<file path="config.mk">
export PLATFORM = sky130hd
export DESIGN_NAME = idqr_post
export DESIGN_NICKNAME = d
export VERILOG_FILES = /design/src/idqr_pkg.sv /design/src/idqr_post.sv
export SDC_FILE = /design/constraint.sdc
export NUM_CORES = 1
export LEC_CHECK = 0
export ABC_AREA = 1
export BUFFER_PORTS_ARGS = -buffer_cell sky130_fd_sc_hd__buf_2
export CORE_ASPECT_RATIO = 0.75
export CORE_MARGIN = 4
export CORE_UTILIZATION = 47
export DETAILED_ROUTE_END_ITERATION = 10
export PLACE_DENSITY = 0.78
export SLEW_MARGIN = 40
export SYNTH_ARGS = -nofsm -noshare
export SYNTH_HDL_FRONTEND = slang
export SYNTH_SLANG_ARGS = --single-unit
</file>
<file path="constraint.sdc">
create_clock -name clk_i -period 4.5 [get_ports clk_i]
set_clock_uncertainty 0.2 [all_clocks]
set_input_delay 0.9 -clock clk_i [delete_from_list [all_inputs] [get_ports clk_i]]
set_output_delay 0.9 -clock clk_i [all_outputs]
set_load 0.05 [all_outputs]
</file>
<file path="src/idqr_pkg.sv">
`timescale 1ns / 1ps

package idqr_pkg;

  localparam int unsigned FIELD_W  = 64;
  localparam int unsigned DATA_W   = 64;
  localparam int unsigned MIN_DATA_W = 8;

  typedef logic [FIELD_W-1:0] field_t;

  typedef enum logic [1:0] {
    CMD_UQUO = 2'd0,
    CMD_UREM = 2'd1,
    CMD_SQUO = 2'd2,
    CMD_SREM = 2'd3
  } cmd_e;

  typedef struct packed {
    logic [1:0] command;
    field_t     dividend;
    field_t     divisor;
  } req_t;

  typedef struct packed {
    field_t result;
    logic   div_by_zero;
  } rsp_t;

  // Per-request control that travels alongside the datapath.
  typedef struct packed {
    logic sel_rem;
    logic neg_res;
    logic dbz;
  } meta_t;

endpackage

</file>
<file path="src/idqr_post.sv">
`timescale 1ns / 1ps

module idqr_post #(
  parameter int unsigned DATA_WIDTH = idqr_pkg::DATA_W
) (
  input  logic                  clk_i,
  input  logic                  rst_ni,
  input  logic                  valid_i,
  output logic                  ready_o,
  input  logic [DATA_WIDTH-1:0] r_i,
  input  logic [DATA_WIDTH-1:0] q_i,
  input  idqr_pkg::meta_t       meta_i,
  output logic                  valid_o,
  input  logic                  ready_i,
  output idqr_pkg::rsp_t        rsp_o
);

  logic                  valid_q;
  idqr_pkg::rsp_t        rsp_d, rsp_q;
  logic [DATA_WIDTH-1:0] x, y;

  always_comb begin
    x = meta_i.sel_rem ? r_i : q_i;
    y = meta_i.neg_res ? (~x + 1'b1) : x;
    rsp_d.result      = meta_i.dbz ? '0 : idqr_pkg::field_t'(y);
    rsp_d.div_by_zero = meta_i.dbz;
  end

  assign ready_o = !valid_q || ready_i;

  always_ff @(posedge clk_i or negedge rst_ni) begin
    if (!rst_ni) begin
      valid_q <= 1'b0;
    end else if (ready_o) begin
      valid_q <= valid_i;
    end
  end

  always_ff @(posedge clk_i) begin
    if (valid_i && ready_o) begin
      rsp_q <= rsp_d;
    end
  end

  assign valid_o = valid_q;
  assign rsp_o   = rsp_q;

endmodule

</file>
-- Yosys cells after proc, flatten, opt, wreduce, memory -nomap -nowiden
Index checks and enable logic that the tools add are counted.
- $add $sub $neg: 1
- mux-type cells: 2
- bitwise gates (word level): 1
- reductions and logical operators: 3
- operators with widths (operator ; number):
    $mux W64 ; 2
    $add A64 B1 Y64 const B ; 1
    $not A64 Y64 ; 1
    $logic_and A1 B1 Y1 ; 1
    $logic_not A1 Y1 ; 1
    $logic_or A1 B1 Y1 ; 1
- register bits after elaboration: 66
- word-level logic and storage cells: 10

-- Depth between registers and ports, before layout
- depth after elaboration: 4
- gate-level depth with buffers: 16

-- Worst setup path after synthesis
OpenSTA, ideal clock, no wires.
- path kind: input to register
- from: input valid_i
- to: register rsp_q, in the netlist rsp_o[0] (enable)
- setup time: 0.509 ns
- data arrival time: 4.096 ns
- data required time: 3.791 ns
- setup slack: -0.305 ns
- stages on the path: 2
- path buffers: 0
- cell sequence: inv_1 a21oi_1
- cells in the longest elaborated chain, start to end: 1
- ends and longest elaborated chain (element ; line ; RTL):
    start: declaration ; idqr_post.sv:8 ; input logic valid_i,
    $logic_and A1 B1 Y1 ; idqr_post.sv:40 ; if (valid_i && ready_o) begin
    end signal: assignment ; idqr_post.sv:41 ; rsp_q <= rsp_d;
    end: declaration ; idqr_post.sv:19 ; idqr_pkg::rsp_t rsp_d, rsp_q;
No other way between the ends.
A chain may end at the register's enable or synchronous reset.

-- Final worst setup path
- from: input meta_i[2] (netlist name)
- to: register rsp_q, in the netlist rsp_o[63], data pin
- cells in the longest elaborated chain, start to end: 4
- ends and longest elaborated chain (element ; line ; RTL):
    start: declaration ; idqr_post.sv:12 ; input idqr_pkg::meta_t meta_i,
    $mux W64 * ; idqr_post.sv:23 ; x = meta_i.sel_rem ? r_i : q_i;
    $not A64 Y64 ; idqr_post.sv:24 ; y = meta_i.neg_res ? (~x + 1'b1) : x;
    $add A64 B1 Y64 ; idqr_post.sv:24 ;
    $mux W64 * ; idqr_post.sv:24 ;
Mark *: on every way between the ends. The rest lies on a longest branch, timed or not.

==> flow_metrics.tcl <==
set metrics [dict create \
    intPower_mw 1.33 \
    syn_inst 1022 \
    preCtsSetupSlack_ps 706 \
    die_width_um 140 \
    yosysWarnings 0 \
    final-hold-violation-count 0 \
    cp_max_fo 60 \
    yosysSeqAreaShare_pct 32.3 \
    setup_viol 0 \
    fmax_mhz 288 \
    finalCriticalPeriod_ps 3470 \
    synthTopCellsByArea "edfxtp_1 (32%), nand2_1 (25%), nor2_1 (10%)" \
    avgRoutedWirePerCell_um 15.2 \
    grt_overflow 0 \
    cts_made_buffers 9 \
    vias 7027 \
    combinationalPowerShare_pct 30.3 \
    start_util_pct 48.8 \
    hp-class "input pin to async pin" \
    clock-sinks 66 \
    hold_buffers 0 \
    worst_setup_path_start_kind "input pin" \
    total_power_mw 2.13 \
    drtPass1Iterations 6 \
    fill_cells 1271 \
    synth-seq-cells 66 \
    power_density_nw_per_um2 285 \
    synth_fp_nets 1158 \
    p_seq_share_pct 34.9 \
    layout.cells.non_filler 1380 \
    core-area_um2 12500 \
    setup_slack_ps 1030 \
    synth.most_common_cell "nand2_1" \
    avgSynthCellArea_um2 5.98 \
    multi_input_area_um2 3390 \
    grt_pass1_wl_mm 32.6 \
    fin_crit_sh_pct 77.2 \
    maxSlewHeadroom_pct 58.6 \
    htree_levels 3 \
    maxCapViolations 0 \
    power_leakage_nw 3.96 \
    io_buffers 201 \
    clock_latency_ps 340 \
    ant_nets 0 \
    area_delta_synth_final_pct 22.2 \
    place_congestion 0.973 \
    synth.cell_area_um2 6110 \
    rsz0062_at_grt "false" \
    drive_above_1_share_pct 23.0 \
    status "finished, final reports clean" \
    ir_worst_vdd_v 0.000199 \
    netlist.area_leader.share_pct 31.9 \
    synth_common_cells "nand2_1 (407), nor2_1 (170), inv_1 (132)" \
    final_util_pct 59.7 \
    io_pins 202 \
    root_buffer "clkbuf_16" \
    rows 35 \
    nets 1345 \
    finalSetupTns_ps 0 \
    diodes 0 \
    die_h_um 107 \
    crit_type "input pin to flip-flop" \
    synthFlopType "edfxtp_1" \
    postCtsSetupBuffers 0 \
    hpwl_mm 16.7 \
    routed_wirelength_mm 21.0 \
    clock_path_buffers 2 \
    avgViaCountPerCell 5.09 \
    placed_cells 1364 \
    drc 0 \
    cts_tree "yes" \
    synth_edf_count 65 \
    ys_types 35 \
    synth.largest_area_cell "edfxtp_1" \
    cp.arrival_ps 3380 \
    grt_max_degree 61 \
    drtIter0Drc 731 \
    antenna_found_initial 0 \
    cp_data_required_time_ps 4410 \
    slew_violations 0 \
    worst_pin_slew_ps 614 \
    synthArstFlopShare_pct 1.52 \
    sw_frac_of_total_pct 37.2 \
    grt_pass1_vias 6060 \
    end_kind "flip-flop" \
    path_clk_slew_ps 70 \
    cts_resized 0 \
    p_switching_mw 0.792 \
    grtUsageTotal_pct 27.8 \
    dieArea_um2 14900 \
    regArea_um2 1980 \
    pwr-share-clk_pct 34.8 \
]
## power groups by stage
stage	logic [mW]	registers [mW]	clock network, mW
finish	0.645	0.742	0.740
global route	0.708	0.745	0.774
CTS	0.638	0.742	0.742
detailed placement	0.636	0.754	0
global placement	0.628	0.755	0
floorplan	0.310	0.896	0
## flip-flops by register name (all words and copies together) (netlist names)
register / flops
rsp_o: 65
valid_o: 1
## cells by family after synthesis
logic type	share of synthesized area (%)
simple gates	46.6
mux	0.164
fa+ha+maj	0.205
xor+xnor	0.143
buf+inv	12.4
flops	32.3
compound gates	8.16
## stage by stage
| step | cell area (µm²) | hold WS [ps] |
|---|---|---|
| detailed placement | 7170 | 377 |
| global placement | 7150 | 362 |
| CTS | 7470 | 117 |
| finish | 7470 | 121 |
| global route | 7470 | 111 |
| floorplan | 6120 | 404 |
## path summary, 6_finish.rpt
path / from / end / slack, ps / depth (start not counted)
hold / removal: rst_ni / valid_o$_DFFE_PN0N_ / 120 / 1
setup / recovery: meta_i[2] / rsp_o[63]$_SDFFCE_PP0P_ / 1030 / 14
min in group clk_i: valid_o$_DFFE_PN0N_ / valid_o$_DFFE_PN0N_ / 400 / 2
hold reg to reg: valid_o$_DFFE_PN0N_ / valid_o$_DFFE_PN0N_ / 400 / 2
max in group asynchronous: rst_ni / valid_o$_DFFE_PN0N_ / 3900 / 1
setup reg to reg: valid_o$_DFFE_PN0N_ / rsp_o[1]$_SDFFCE_PP0P_ / 2760 / 3
## final cells by class
type / count / area share (%)
sequential: 66 / 26.5
clock inverter: 7 / 1.02
tap: 166 / 2.78
inverter: 139 / 7.02
multi-input combinational: 786 / 45.4
clock buffer: 9 / 3.01
timing repair buffer: 207 / 14.3
## critical path, cell delays in order
cell and delay (ps):
buf_4 290, inv_4 530, nand2_1 100, nand2_1 160, ha_1 200, nand3_1 90, nor2_2 220, nand2_1 130
nor2_2 200, nand3_1 140, nand2_1 150, nand3_1 100, nand2_1 90, nor2_1 40
## placed cells by master (no fill, tap or decap), drive strengths merged
cell type,synthesis,routed
nor2,190,190
clkbuf,10,9
o21ai,53,53
dfrtp,1,1
bufinv,0,1
mux2i,1,1
ha,1,1
nand4,17,17
buf,21,207
a21oi,37,37
and2,2,2
or2,1,1
xor2,1,1
clkinvlp,0,2
nor3,6,6
nand3,42,42
o211ai,1,1
o21a,4,4
nand2,430,430
clkinv,1,3
edfxtp,65,65
inv,138,140
## per-layer routing
metal	track usage [%]	wire (µm)
met1	45.0	10300
met4	4.84	159
met3	6.78	2670
met5	0	0
met2	36.9	7880
Power figures use the tool's default switching activity.
