--- src/idqr_pkg.sv ---
`timescale 1ns / 1ps

package idqr_pkg;

  localparam int unsigned FIELD_W  = 64;
  localparam int unsigned DATA_W   = 64;
  localparam int unsigned MIN_DATA_W = 8;

  typedef logic [FIELD_W-1:0] field_t;

  typedef enum logic [1:0] {
    CMD_UQUO = 2'd0,
    CMD_UREM = 2'd1,
    CMD_SQUO = 2'd2,
    CMD_SREM = 2'd3
  } cmd_e;

  typedef struct packed {
    logic [1:0] command;
    field_t     dividend;
    field_t     divisor;
  } req_t;

  typedef struct packed {
    field_t result;
    logic   div_by_zero;
  } rsp_t;

  // Per-request control that travels alongside the datapath.
  typedef struct packed {
    logic sel_rem;
    logic neg_res;
    logic dbz;
  } meta_t;

endpackage

--- src/idqr_step.sv ---
`timescale 1ns / 1ps

module idqr_step #(
  parameter int unsigned DATA_WIDTH = idqr_pkg::DATA_W
) (
  input  logic                  clk_i,
  input  logic                  rst_ni,
  input  logic                  valid_i,
  output logic                  ready_o,
  input  logic [DATA_WIDTH-1:0] r_i,
  input  logic [DATA_WIDTH-1:0] nq_i,
  input  logic [DATA_WIDTH-1:0] den_i,
  input  idqr_pkg::meta_t       meta_i,
  output logic                  valid_o,
  input  logic                  ready_i,
  output logic [DATA_WIDTH-1:0] r_o,
  output logic [DATA_WIDTH-1:0] nq_o,
  output logic [DATA_WIDTH-1:0] den_o,
  output idqr_pkg::meta_t       meta_o
);

  logic                  valid_q;
  logic [DATA_WIDTH-1:0] r_d, r_q;
  logic [DATA_WIDTH-1:0] nq_d, nq_q;
  logic [DATA_WIDTH-1:0] den_q;
  idqr_pkg::meta_t       meta_q;

  logic [DATA_WIDTH:0]   rsh, diff;
  logic                  take;

  // The bit shifted out of the partial remainder sits in rsh's top bit, so a
  // borrow-free subtract covers both the carry and the compare.
  always_comb begin
    rsh  = {r_i, nq_i[DATA_WIDTH-1]};
    diff = rsh - {1'b0, den_i};
    take = !diff[DATA_WIDTH];
    r_d  = take ? diff[DATA_WIDTH-1:0] : rsh[DATA_WIDTH-1:0];
    nq_d = {nq_i[DATA_WIDTH-2:0], take};
  end

  assign ready_o = !valid_q || ready_i;

  always_ff @(posedge clk_i or negedge rst_ni) begin
    if (!rst_ni) begin
      valid_q <= 1'b0;
    end else if (ready_o) begin
      valid_q <= valid_i;
    end
  end

  always_ff @(posedge clk_i) begin
    if (valid_i && ready_o) begin
      r_q    <= r_d;
      nq_q   <= nq_d;
      den_q  <= den_i;
      meta_q <= meta_i;
    end
  end

  assign valid_o = valid_q;
  assign r_o     = r_q;
  assign nq_o    = nq_q;
  assign den_o   = den_q;
  assign meta_o  = meta_q;

endmodule

--- config.mk ---
export PLATFORM = sky130hd
export DESIGN_NAME = idqr_step
export DESIGN_NICKNAME = d
export VERILOG_FILES = /design/src/idqr_pkg.sv /design/src/idqr_step.sv
export SDC_FILE = /design/constraint.sdc
export NUM_CORES = 1
export LEC_CHECK = 0
export BUFFER_PORTS_ARGS = -buffer_cell sky130_fd_sc_hd__buf_2
export CORE_AREA = 2 2 154 156
export CTS_CLUSTER_DIAMETER = 80
export CTS_CLUSTER_SIZE = 20
export DETAILED_ROUTE_END_ITERATION = 6
export DIE_AREA = 0 0 156 158
export PLACE_DENSITY = 0.78
export RECOVER_POWER = 100
export SLEW_MARGIN = 15
export SYNTH_ARGS = -nofsm -noshare
export SYNTH_HDL_FRONTEND = slang
export SYNTH_SLANG_ARGS = --single-unit
--- constraint.sdc ---
create_clock -name clk_i -period 10.7 [get_ports clk_i]
set_input_delay 1.605 -clock clk_i [delete_from_list [all_inputs] [get_ports clk_i]]
set_output_delay 1.605 -clock clk_i [all_outputs]
set_load 0.03 [all_outputs]
# --- Word level (Yosys, flattened, before mapping) ---
# Cells that the tools add are included.
# W data, S select, Z words.
totals:
  register_bits: 196
  in_bits: 199
  elab_cells: 13
classes:
  n_addsub: 1
  muxes: 1
  reduce_logical: 4
op_table:
  columns: ["op", "count"]
  rows:
  - ["$sub A65 B64 Y65", 1]
  - ["$mux W64", 1]
  - ["$logic_not A1 Y1", 2]
  - ["$logic_and A1 B1 Y1", 1]
  - ["$logic_or A1 B1 Y1", 1]

# --- Logic depth before layout (Yosys ltp) ---
logic_depth:
  depth_word: 3
  mapped_depth: 17
  ltp_nobuf: 13

# --- Least setup slack after synthesis ---
# OpenSTA, ideal clock, no wires.
synth_timing:
  kind: "input-to-reg"
  start: "input port ready_i"
  end: "register den_q[0], in the netlist den_o[0] (enable)"
  setup_time_ns: 0.578
  arrival_time_ns: 6.426
  required_ns: 10.122
  setup_slack_ns: 3.695
  path_stages: 2
  path_buffers: 0
  path_cell_list: "nand2b_1 -> and2_1"
synth_via:
  elab_chain_len: 2
synth_lines:
  columns: ["element", "line_no", "rtl"]
  rows:
  - ["from (decl)", "idqr_step.sv:15", "input logic ready_i,"]
  - ["$logic_or A1 B1 Y1", "idqr_step.sv:41", "assign ready_o = !valid_q || ready_i;"]
  - ["$logic_and A1 B1 Y1", "idqr_step.sv:52", "if (valid_i && ready_o) begin"]
  - ["to (signal assigned)", "idqr_step.sv:55", "den_q <= den_i;"]
  - ["to (decl)", "idqr_step.sv:25", "logic [DATA_WIDTH-1:0] den_q;"]
# No other way between the ends.
# A chain may end at the register's enable or synchronous reset.

# --- Worst setup path after layout ---
layout_timing:
  start: "input port ready_i"
  end: "register r_q[28], in the netlist r_o[28] (enable)"
layout_via:
  elab_chain_len: 2
layout_lines:
  columns: ["element", "line_no", "rtl"]
  rows:
  - ["$logic_or A1 B1 Y1", "idqr_step.sv:41", null]
  - ["$logic_and A1 B1 Y1", "idqr_step.sv:52", null]
  - ["to (signal assigned)", "idqr_step.sv:53", "r_q <= r_d;"]
  - ["to (decl)", "idqr_step.sv:23", "logic [DATA_WIDTH-1:0] r_d, r_q;"]
# No other way between the ends.

==> metrics.csv <==
metric;value;unit
clk_lat worst skew;0.44;ns
FF+latch count, synth;196;
syn nets;1226;
internal power;1.45;mW
worst vdd ir;101;uV
Max Freq;137;MHz
Worst Hold Class;register to register;
Setup-failing EPs final;0;
Post-synth ARST share;0.00510;
number of synthesized flops with an enable pin;195;
worst-margin pin slew;4.01;ns
vias in the first global route;8592;
Worst Path Arrival;7.25;ns
Routed WL;30600;microns
synthesized instance count;962;
failing checks;capacitance limit, slew limit;
Yosys top cell area share;0.528;
outcome;complete, but fails checks;
Hold Buf Count CTS;0;
Seq pwr share;0.433;
Final #Nets;1607;
worst r2r dst;r_o[28]$_DFFE_PP_;
effective utilization at floorplan;0.481;
Max Root-Sink Buffers;2;
max cap viols;2;
Critical Path Sink;r_o[28]$_DFFE_PP_;
post-layout minimum cycle time;7.28;ns
# rows;56;
CP startpoint kind;input port;
fin cells;1647;
R2R Setup Slk;4.29;ns
TritonCTS clock tree;built;
switching part of the total;0.335;
antenna viol nets, final;0;
Die Area;24600;sq um
RSZ-0062 raised after global routing;no;
Placed Cells;1614;
mapped cell area;11100;sq um
CTS H-tree depth;4;
Clock Sinks;196;
clk root buf;clkbuf_16;
die width;156;microns
total CTS buffers;17;
Worst R2R Path Depth;3;
Starting DRT DRC Count;653;
Clock power frac;0.302;
First-pass DRT Iterations;5;
Required @ worst endpoint;10.68;ns
die height;158;microns
CP Capture Type;register;
fraction of layout cells with a size suffix above 1;0.188;
Vias/cell;5.43;
Tcrit/Tclk final;0.680;
Slew HR;-1.67;
Fillers;2045;
# IOs;396;
Leak;5.52;nW
RR Startpoint;valid_o$_DFFE_PN0N_;
Final Hold Fails;0;
pin count of the biggest net entering global routing;78;
DRC;0;
gr ovfl total;0;
routed via count;8951;
Main synth FF type;edfxtp_1;
IO buf count;395;
PwrDens;161;nW/um^2
Cell variety after synth;76;
post-DP HPWL;23700;microns
setup TNS;0;ns
Psw;731;uW
critical-path maximum fanout;61;
skew final;0.0134;ns
All-Layer GR Usage;0.238;
initial antenna violation count;3;
top post-synthesis cells by count;edfxtp_1, inv_1, a21oi_1;
area leader, netlist;edfxtp_1;
Ys Warns;0;
Mean Syn Cell Area;11.5;sq um
Logic pwr share;0.265;
DR WL/cell;18.6;microns
CP startpoint;ready_i;
most common cell in the netlist;edfxtp_1;
largest cells by area after synthesis;edfxtp_1, ha_1, mux2_2, a21oi_1, inv_1;
clock-pin slew on the worst setup and hold paths;0.08;ns
Area Growth Syn to Fin;21.9;%
postcts setup bufs;0;
Crit Path Category;input port to register;
first-pass GRT wire length;45400;microns
Seq/Total Area, Yosys;0.530;
Final Wtd Congestion;0.894;
post_cts resized;0;
core area;23100;sq um
Final Max Slew Viols;122;
total power;2.18;mW
power by group through the flow:
stage	sequential, mW	combinational (mW)	clock, mW
2_1_floorplan	1.08	0.308	0
3_3_place_gp	0.956	0.583	0
3_5_place_dp	0.957	0.594	0
4_1_cts	0.940	0.597	0.669
5_1_grt	0.950	0.626	0.691
6_report	0.944	0.579	0.658
logic make-up after synthesis:
group                      synth area share
and+or+nand+nor                       0.105
DFF                                   0.530
AOI/OAI and AO/OA                     0.142
xor gates and xnor gates             0.0427
muxes                                0.0592
adders and majority gates            0.0740
buffers and inverters                0.0472
registers in the layout (all words and copies together) (netlist names):
register / cells
den_o: 64
meta_o: 3
nq_o: 64
r_o: 64
valid_o: 1
stage by stage:
step	hold slack, ns	utilization	area, sq um	setup slack [ns]
2_1_floorplan	0.925	-	11100	3.70
3_3_place_gp	0.506	0.575	13300	5.22
3_5_place_dp	0.527	0.575	13300	5.10
4_1_cts	0.546	0.601	13900	5.49
5_1_grt	0.586	0.586	13500	2.83
6_report	0.547	0.586	13500	3.42
layer usage:
metal | track usage | routed length, microns
met1 | 0.290 | 12600
met2 | 0.427 | 15500
met3 | 0.0479 | 1910
met4 | 0.0695 | 622
met5 | 0 | 27
placed cells by master (no fill, tap or decap), drive strengths merged, types with 3 or more instances in the layout:
master / instances
a211o: 4
a211oi: 7
a21boi: 4
a21o: 32
a21oi: 80
a31o: 5
a31oi: 10
and2: 4
and3: 10
and4: 5
buf: 157
clkbuf: 258
clkinv: 6
edfxtp: 195
ha: 64
inv: 96
mux2: 50
mux2i: 9
nand2: 67
nand2b: 10
nand3: 11
nand4: 22
nor2: 46
nor2b: 13
nor3: 14
nor4: 4
o211ai: 5
o21a: 9
o21ai: 44
o21bai: 13
o311ai: 3
o31ai: 6
or2: 5
or3: 4
xnor2: 32
xor2: 22
area by class of cell:
type                       count  area (sq um)  area share
clock buffer                  18           429      0.0318
antenna                        1          2.50    0.000185
tap                          290           363      0.0269
clock inverter                14           173      0.0128
multi-input combinational    643          4640       0.344
sequential                   196          5880       0.435
timing repair buffer         397          1690       0.125
inverter                      88           333      0.0246
how the worst min path moves through the flow:
stage / startpoint / to / slack, ns / depth (start not counted)
CTS: valid_o$_DFFE_PN0N_ / valid_o$_DFFE_PN0N_ / 0.55 / 2
global route: valid_o$_DFFE_PN0N_ / valid_o$_DFFE_PN0N_ / 0.59 / 2
detailed placement: valid_o$_DFFE_PN0N_ / valid_o$_DFFE_PN0N_ / 0.53 / 2
finish: valid_o$_DFFE_PN0N_ / valid_o$_DFFE_PN0N_ / 0.55 / 2
floorplan: valid_o$_DFFE_PN0N_ / valid_o$_DFFE_PN0N_ / 0.93 / 2
global placement: valid_o$_DFFE_PN0N_ / valid_o$_DFFE_PN0N_ / 0.51 / 2
worst max-delay path, stage by stage:
cell	delay, ns
buf_2	0.07
nand2b_1	0.13
and2_0	2.85
clkbuf_1	2.54
Power figures use the tool's default switching activity.
