===== config.mk =====
export PLATFORM = sky130hd
export DESIGN_NAME = idqr_prep
export DESIGN_NICKNAME = d
export VERILOG_FILES = /design/src/idqr_pkg.sv /design/src/idqr_prep.sv
export SDC_FILE = /design/constraint.sdc
export NUM_CORES = 1
export LEC_CHECK = 0
export BUFFER_PORTS_ARGS = -buffer_cell sky130_fd_sc_hd__buf_2
export CORE_AREA = 5 5 153 155
export CTS_CLUSTER_SIZE = 30
export DETAILED_ROUTE_END_ITERATION = 12
export DIE_AREA = 0 0 158 160
export PLACE_DENSITY = 0.74
export SLEW_MARGIN = 20
export SYNTH_ARGS = -nofsm -noshare
export SYNTH_HDL_FRONTEND = slang
export SYNTH_SLANG_ARGS = --single-unit

===== constraint.sdc =====
create_clock -name clk_i -period 5.91 [get_ports clk_i]
set_input_delay 0.2955 -clock clk_i [delete_from_list [all_inputs] [get_ports clk_i]]
set_output_delay 0.2955 -clock clk_i [all_outputs]
set_load 0.005 [all_outputs]

===== src/idqr_pkg.sv =====
`timescale 1ns / 1ps

package idqr_pkg;

  localparam int unsigned FIELD_W  = 64;
  localparam int unsigned DATA_W   = 64;
  localparam int unsigned MIN_DATA_W = 8;

  typedef logic [FIELD_W-1:0] field_t;

  typedef enum logic [1:0] {
    CMD_UQUO = 2'd0,
    CMD_UREM = 2'd1,
    CMD_SQUO = 2'd2,
    CMD_SREM = 2'd3
  } cmd_e;

  typedef struct packed {
    logic [1:0] command;
    field_t     dividend;
    field_t     divisor;
  } req_t;

  typedef struct packed {
    field_t result;
    logic   div_by_zero;
  } rsp_t;

  // Per-request control that travels alongside the datapath.
  typedef struct packed {
    logic sel_rem;
    logic neg_res;
    logic dbz;
  } meta_t;

endpackage


===== src/idqr_prep.sv =====
`timescale 1ns / 1ps

module idqr_prep #(
  parameter int unsigned DATA_WIDTH = idqr_pkg::DATA_W
) (
  input  logic                  clk_i,
  input  logic                  rst_ni,
  input  logic                  valid_i,
  output logic                  ready_o,
  input  idqr_pkg::req_t        req_i,
  output logic                  valid_o,
  input  logic                  ready_i,
  output logic [DATA_WIDTH-1:0] r_o,
  output logic [DATA_WIDTH-1:0] nq_o,
  output logic [DATA_WIDTH-1:0] den_o,
  output idqr_pkg::meta_t       meta_o
);

  logic                  valid_q;
  logic [DATA_WIDTH-1:0] nq_d, nq_q;
  logic [DATA_WIDTH-1:0] den_d, den_q;
  idqr_pkg::meta_t       meta_d, meta_q;

  logic [DATA_WIDTH-1:0] a, b;
  logic                  sgn_op, na, nb, sel_rem;

  always_comb begin
    a         = req_i.dividend[DATA_WIDTH-1:0];
    b         = req_i.divisor[DATA_WIDTH-1:0];
    sgn_op    = (req_i.command == idqr_pkg::CMD_SQUO) ||
                (req_i.command == idqr_pkg::CMD_SREM);
    sel_rem   = (req_i.command == idqr_pkg::CMD_UREM) ||
                (req_i.command == idqr_pkg::CMD_SREM);
    na        = sgn_op & a[DATA_WIDTH-1];
    nb        = sgn_op & b[DATA_WIDTH-1];
    // divide magnitudes; the sign is restored at the end
    nq_d      = na ? (~a + 1'b1) : a;
    den_d     = nb ? (~b + 1'b1) : b;
    meta_d.sel_rem = sel_rem;
    meta_d.neg_res = sel_rem ? na : (na ^ nb);
    meta_d.dbz     = (b == '0);
  end

  assign ready_o = !valid_q || ready_i;

  always_ff @(posedge clk_i or negedge rst_ni) begin
    if (!rst_ni) begin
      valid_q <= 1'b0;
    end else if (ready_o) begin
      valid_q <= valid_i;
    end
  end

  always_ff @(posedge clk_i) begin
    if (valid_i && ready_o) begin
      nq_q   <= nq_d;
      den_q  <= den_d;
      meta_q <= meta_d;
    end
  end

  assign valid_o = valid_q;
  assign r_o     = '0;
  assign nq_o    = nq_q;
  assign den_o   = den_q;
  assign meta_o  = meta_q;

endmodule


==> Word-level counts from Yosys, hierarchy flattened <==
Index checks and enable logic that the tools add are counted.
{ "totals": {"latch_bits": 0, "rom_bits": 0, "out_inout_bits": 197, "inputBits": 134, "mem_count": 0, "ramBits": 0, "elab_cells": 25, "ff_bits": 132} }
{ "classes": {"mux": 3, "order_cmp": 0, "n_reduce_logical": 6, "n_bitwise": 5, "div_mod_pow": 0, "shift": 0, "addsub": 2, "mul": 0, "eq_ne": 3} }
{ "ops": {"columns": ["cell", "count"], "rows": [
  ["adder 64 x 1 -> 64 bit, second input constant", 2],
  ["two-way mux 64 bit", 2],
  ["NOT 64 bit", 2],
  ["logical NOT 64 bit", 1],
  ["equality test 2 bit, second input constant", 2],
  ["logical OR 1 bit", 3],
  ["AND 1 bit", 2],
  ["equality test 2 x 1 -> 1 bit, second input constant", 1],
  ["logical AND 1 bit", 1],
  ["logical NOT 1 bit", 1],
  ["two-way mux 1 bit", 1],
  ["XOR 1 bit", 1]
]} }

==> Longest topological paths before layout <==
{ "logic_depth": {"word_depth": 5, "mapped_depth": 8, "depth_no_buf": 7} }

==> Worst setup path after synthesis <==
Ideal clock, no wire load.
{ "synth_path": {"kind": "register to register", "start": "reg valid_q (netlist: valid_o)", "end": "reg den_q[0] (netlist: den_o[0]), enable pin", "required_time_ps": 5404, "setup_ps": 506, "path_stages_with_launch": 3, "arrival_time_ps": 3535, "path_buffers": 0, "period_less_slack_ps": 4041, "setup_slack_ps": 1869, "path_cell_list": "dfrtp_1 -> nand2b_1 -> and2_1"} }
{ "synth_via": {"elab_chain_len": 3} }
{ "synth_lines": {"columns": ["element", "line", "source"], "rows": [
  ["start, declared", "idqr_prep.sv:19", "logic valid_q;"],
  ["start signal, assigned", "idqr_prep.sv:50", "valid_q <= valid_i;"],
  ["logical NOT 1 bit", "idqr_prep.sv:44", "assign ready_o = !valid_q || ready_i;"],
  ["logical OR 1 bit", "idqr_prep.sv:44", null],
  ["net ready_o", "idqr_prep.sv:9", "output logic ready_o,"],
  ["logical AND 1 bit", "idqr_prep.sv:55", "if (valid_i && ready_o) begin"],
  ["end signal, assigned", "idqr_prep.sv:57", "den_q <= den_d;"],
  ["end, declared", "idqr_prep.sv:21", "logic [DATA_WIDTH-1:0] den_d, den_q;"]
]} }
The timed path passes the listed nets, and every way through them passes these cells.
A chain may end at the register's enable or synchronous reset.

==> Final worst setup path <==
{ "layout_path": {"start": "in req_i[74] (netlist bit)", "end": "reg nq_q[61] (netlist: nq_o[61]), data pin"} }
{ "layout_via": {"elab_chain_len": 3} }
{ "layout_lines": {"columns": ["element", "line", "source"], "rows": [
  ["start, declared", "idqr_prep.sv:10", "input idqr_pkg::req_t req_i,"],
  ["NOT 64 bit", "idqr_prep.sv:37", "nq_d = na ? (~a + 1'b1) : a;"],
  ["adder 64 x 1 -> 64 bit", "idqr_prep.sv:37", null],
  ["two-way mux 64 bit", "idqr_prep.sv:37", null],
  ["net nq_d[61]", "idqr_prep.sv:20", "logic [DATA_WIDTH-1:0] nq_d, nq_q;"],
  ["end signal, assigned", "idqr_prep.sv:56", "nq_q <= nq_d;"],
  ["end, declared", "idqr_prep.sv:20", null]
]} }
The timed path passes the listed nets, and every way through them passes these cells.

==> results.txt <==
----------------------------------------------------
[Timing]
  Total count of max-transition violations in the final report ... 0
  Unrepaired setup endpoints after global routing ... false
  Post-route clock period utilization ... 42.4%
  Max Clock Skew ... 8.30 ps
  Fmax ... 399 MHz
  Worst-case headroom to the max-slew limit ... 30.4%
  Time the worst path needs with I/O delays and setup ... about 2500 ps
  Final critical-path setup slack ... 3400 ps
  Transition time at the pin with the least slew margin ... 1040 ps
  Hold Vio Cnt, Final ... 0
  Setup TNS ... 0 ps
  Final setup violating endpoints ... 0

[Setup path]
  Maximum fanout along the worst path ... 11
  Critical path type ... input port to flip-flop
  Data arrival time at the worst-slack endpoint ... 2650 ps
  Required time of the critical path ... 6050 ps
  Cell breakdown of the critical path ... buf_2, or4_1, or3_1, nor4_4, a41oi_1, xor2_1
  CP max stage delay ... ~690 ps
  CP startpoint kind ... input port
  Cell type of the slowest stage on the worst timing path ... or4_1
  Worst setup EP type ... flip-flop

[Placement]
  Placement-stage cell area ... 8900 um2
  Setup WS pre-CTS ... 2940 ps
  Placed wire-length estimate ... 17700 um
  IO Port Bufs ... 266
  Final estimated routing congestion in global placement ... 0.841

[Floorplan]
  Initial standard-cell utilization of the core ... 34.8%
  Chip Height ... 160 um
  Horiz. Die Dim ... 158 um
  Site row count ... 54
  I/O Pins ... 331
  Area of the die ... 25300 um2
  Core area ... 21700 um2

[Final layout]
  FF/Latch Area ... between 3000 and 4000 um2
  Leading cell types in the layout, fill and taps excluded ... 266 x buf_2, 131 x edfxtp_1, 90 x xor2_1
  Number of filler cells placed in the layout ... 2035
  Nets@finish ... 1075
  Layout cell share with drive strength beyond 1 ... approximately a third
  Final standard cell area without fillers ... 9520 um2
  Commonest non-fill, non-tap cell in the layout ... buf_2
  Area Overhead vs Synth ... 26.1%
  Finished Core Util ... 43.9%
  Area taken by multi-input logic gates ... ~3200 um2

[Yosys]
  Fraction of the mapped netlist area in compound gates ... 8.42%
  Post-synthesis share of cell area spent on xor and xnor gates ... 14.2%
  Avg Synthesized Cell Area ... approximately 11 um2
  Combined area of all synthesized cells ... ~7500 um2
  Gate count after technology mapping ... 672
  Fraction of registers with async set/reset ... 0.758%
  Main combinational cell family by area after synthesis ... simple AND/OR/NAND/NOR gates
  Number of enable flip-flop cells after synthesis ... 131
  Number of synthesized register bits ... ~130
  Post-synthesis adder-cell area fraction ... 0.331%
  Sequential-to-total area share from yosys stat ... 52.4%
  Most frequently used flop master after synthesis ... edfxtp_1
  Count of synthesis-stage warnings from yosys ... 0
  Synthesized-area fraction occupied by and/or/nand/nor cells ... 16.2%
  Count of distinct cell types in the synthesized netlist ... 48
  Multiplexer area fraction after synthesis ... 0%

[Pwr]
  Power density over cell area ... between 200 and 300 nW/um2
  Max rail drop VDD ... 0.158 mV
  Power Total ... 0.00258 W
  Leak Pwr ... 3.95 nW

[Routing]
  Number of DRC markers in iteration 0 ... 308
  Length of the first detailed-routing pass in iterations ... 5
  Remaining number of nets flagged by the antenna check after routing ... 0
  Via density ... between 4 and 5
  Routed via count ... 6147
  Post-detailed-routing wire length ... 22400 um
  Wire length per cell after detailed routing ... 18.1 um
  Remaining design rule violation count ... 0

[Min path]
  Worst min-delay path category ... input port to flip-flop

[Clock tree]
  Post-CTS Setup Repair Bufs ... 0
  Post-CTS resize count ... 0
  Post-cts hold buffer count ... 1
  Maximum buffer depth of the clock tree ... 2
  Clock-pin slew of the registers on the worst-case setup and hold paths ... 70 ps
  CTS tree ... built
  Source-to-sink clock delay at the later pin of the worst-skew pair ... around 400 ps
  Clock Sinks ... 132
  Number of buffers added by the clock tree synthesis step ... 17
  Number of H-tree branching levels ... 4
  Cell at the root of the clock tree ... clkbuf_16

[Global routing]
  Number of antenna violations at the first check in global routing ... 2
  First-pass GRT wire length ... 33300 um
  Number of global-route vias before repair ... 6103
  Tot GR Track Use ... 16.9%
  Final global-route overflow total ... 0
  Maximum number of pins on one net before global-route repair ... between 60 and 70

[Status]
  Outcome ... finished clean

[Job]
  Max cap viols ... 0

----------------------------------------------------
[flip-flops by register name, summed over array words and instances, names as in the netlist]
| signal | cells |
|---|---|
| den_o | 64 |
| meta_o | 3 |
| nq_o | 64 |
| valid_o | 1 |
[layout make-up]
cell class / instances / share of cell area [%]
antenna: 2 / 0.0526
clock buffer: 17 / 4.47
clock inverter: 14 / 1.84
inverter: 12 / 0.473
multi-input combinational: 506 / 33.6
sequential: 132 / 41.6
tap: 280 / 3.68
timing repair buffer: 270 / 14.3
[worst max-delay path, delay by kind of cell]
family / cells / cell delay [ps]
buffers and inverters: 1 / 110
xor gates and xnor gates: 1 / 200
and+or+nand+nor: 3 / 1810
AOI/OAI and AO/OA: 1 / 230
[through the flow]
stage               instances  hold WS, ps
global placement         1199         70.0
detailed placement       1199         72.1
CTS                      1231         64.4
floorplan                 735      -0.0911
global route             1231         60.0
finish                   1233         94.5
[synthesized netlist by cell type (all sizes together), types with 5 or more instances]
library cell	n	area, um2
a31oi	29	181
nand2b	7	43.8
nor2	68	255
nand4	5	31.3
xor2	90	788
or4	19	169
buf	72	543
o21ai	10	50.0
clkbuf	13	48.8
nor4	27	233
or3	14	90.1
o31ai	7	52.6
o41ai	5	43.8
inv	12	45.0
edfxtp	131	3930
nor3	37	201
xnor2	32	280
a21oi	48	240
nand2	15	56.3
[logic make-up (layout without fill, tap and decap cells)]
kind of cell               Yosys count  count (layout)
buffers and inverters               97             313
other                                1              66
xor gates and xnor gates           122             122
adders and majority gates            2               2
DFF                                132             132
AOI/OAI and AO/OA                  107             107
and+or+nand+nor                    211             211
[worst paths after layout]
check                            from   endpoint  slack, ps  cells after the start
hold reg to reg               valid_o    valid_o        540                      2
hold / removal             req_i[128]  meta_o[2]         90                      1
setup / recovery            req_i[74]   nq_o[61]       3400                      6
setup reg to reg              valid_o   nq_o[33]       4110                      3
min in group asynchronous      rst_ni    valid_o        210                      2
max in group asynchronous      rst_ni    valid_o       5620                      2
[where the power goes]
| part | leakage (nW) | internal (W) | switching [W] |
|---|---|---|---|
| clock | 0.287 | 0.000668 | 0.000432 |
| sequential | 1.26 | 0.00112 | 0.0000180 |
| combinational | 2.40 | 0.000138 | 0.000202 |
| total | 3.95 | 0.00193 | 0.000652 |
[layer usage]
layer | share of wire, % | up-vias | track usage (%)
met3 | 9.9 | 29 | 4.93
met5 | 0 | - | 0
met2 | 50 | 333 | 29.4
met4 | 2.3 | 0 | 6.01
li1 | - | 2887 | -
met1 | 37 | 2898 | 19.5
No activity file was read; power rests on OpenSTA's default activity.
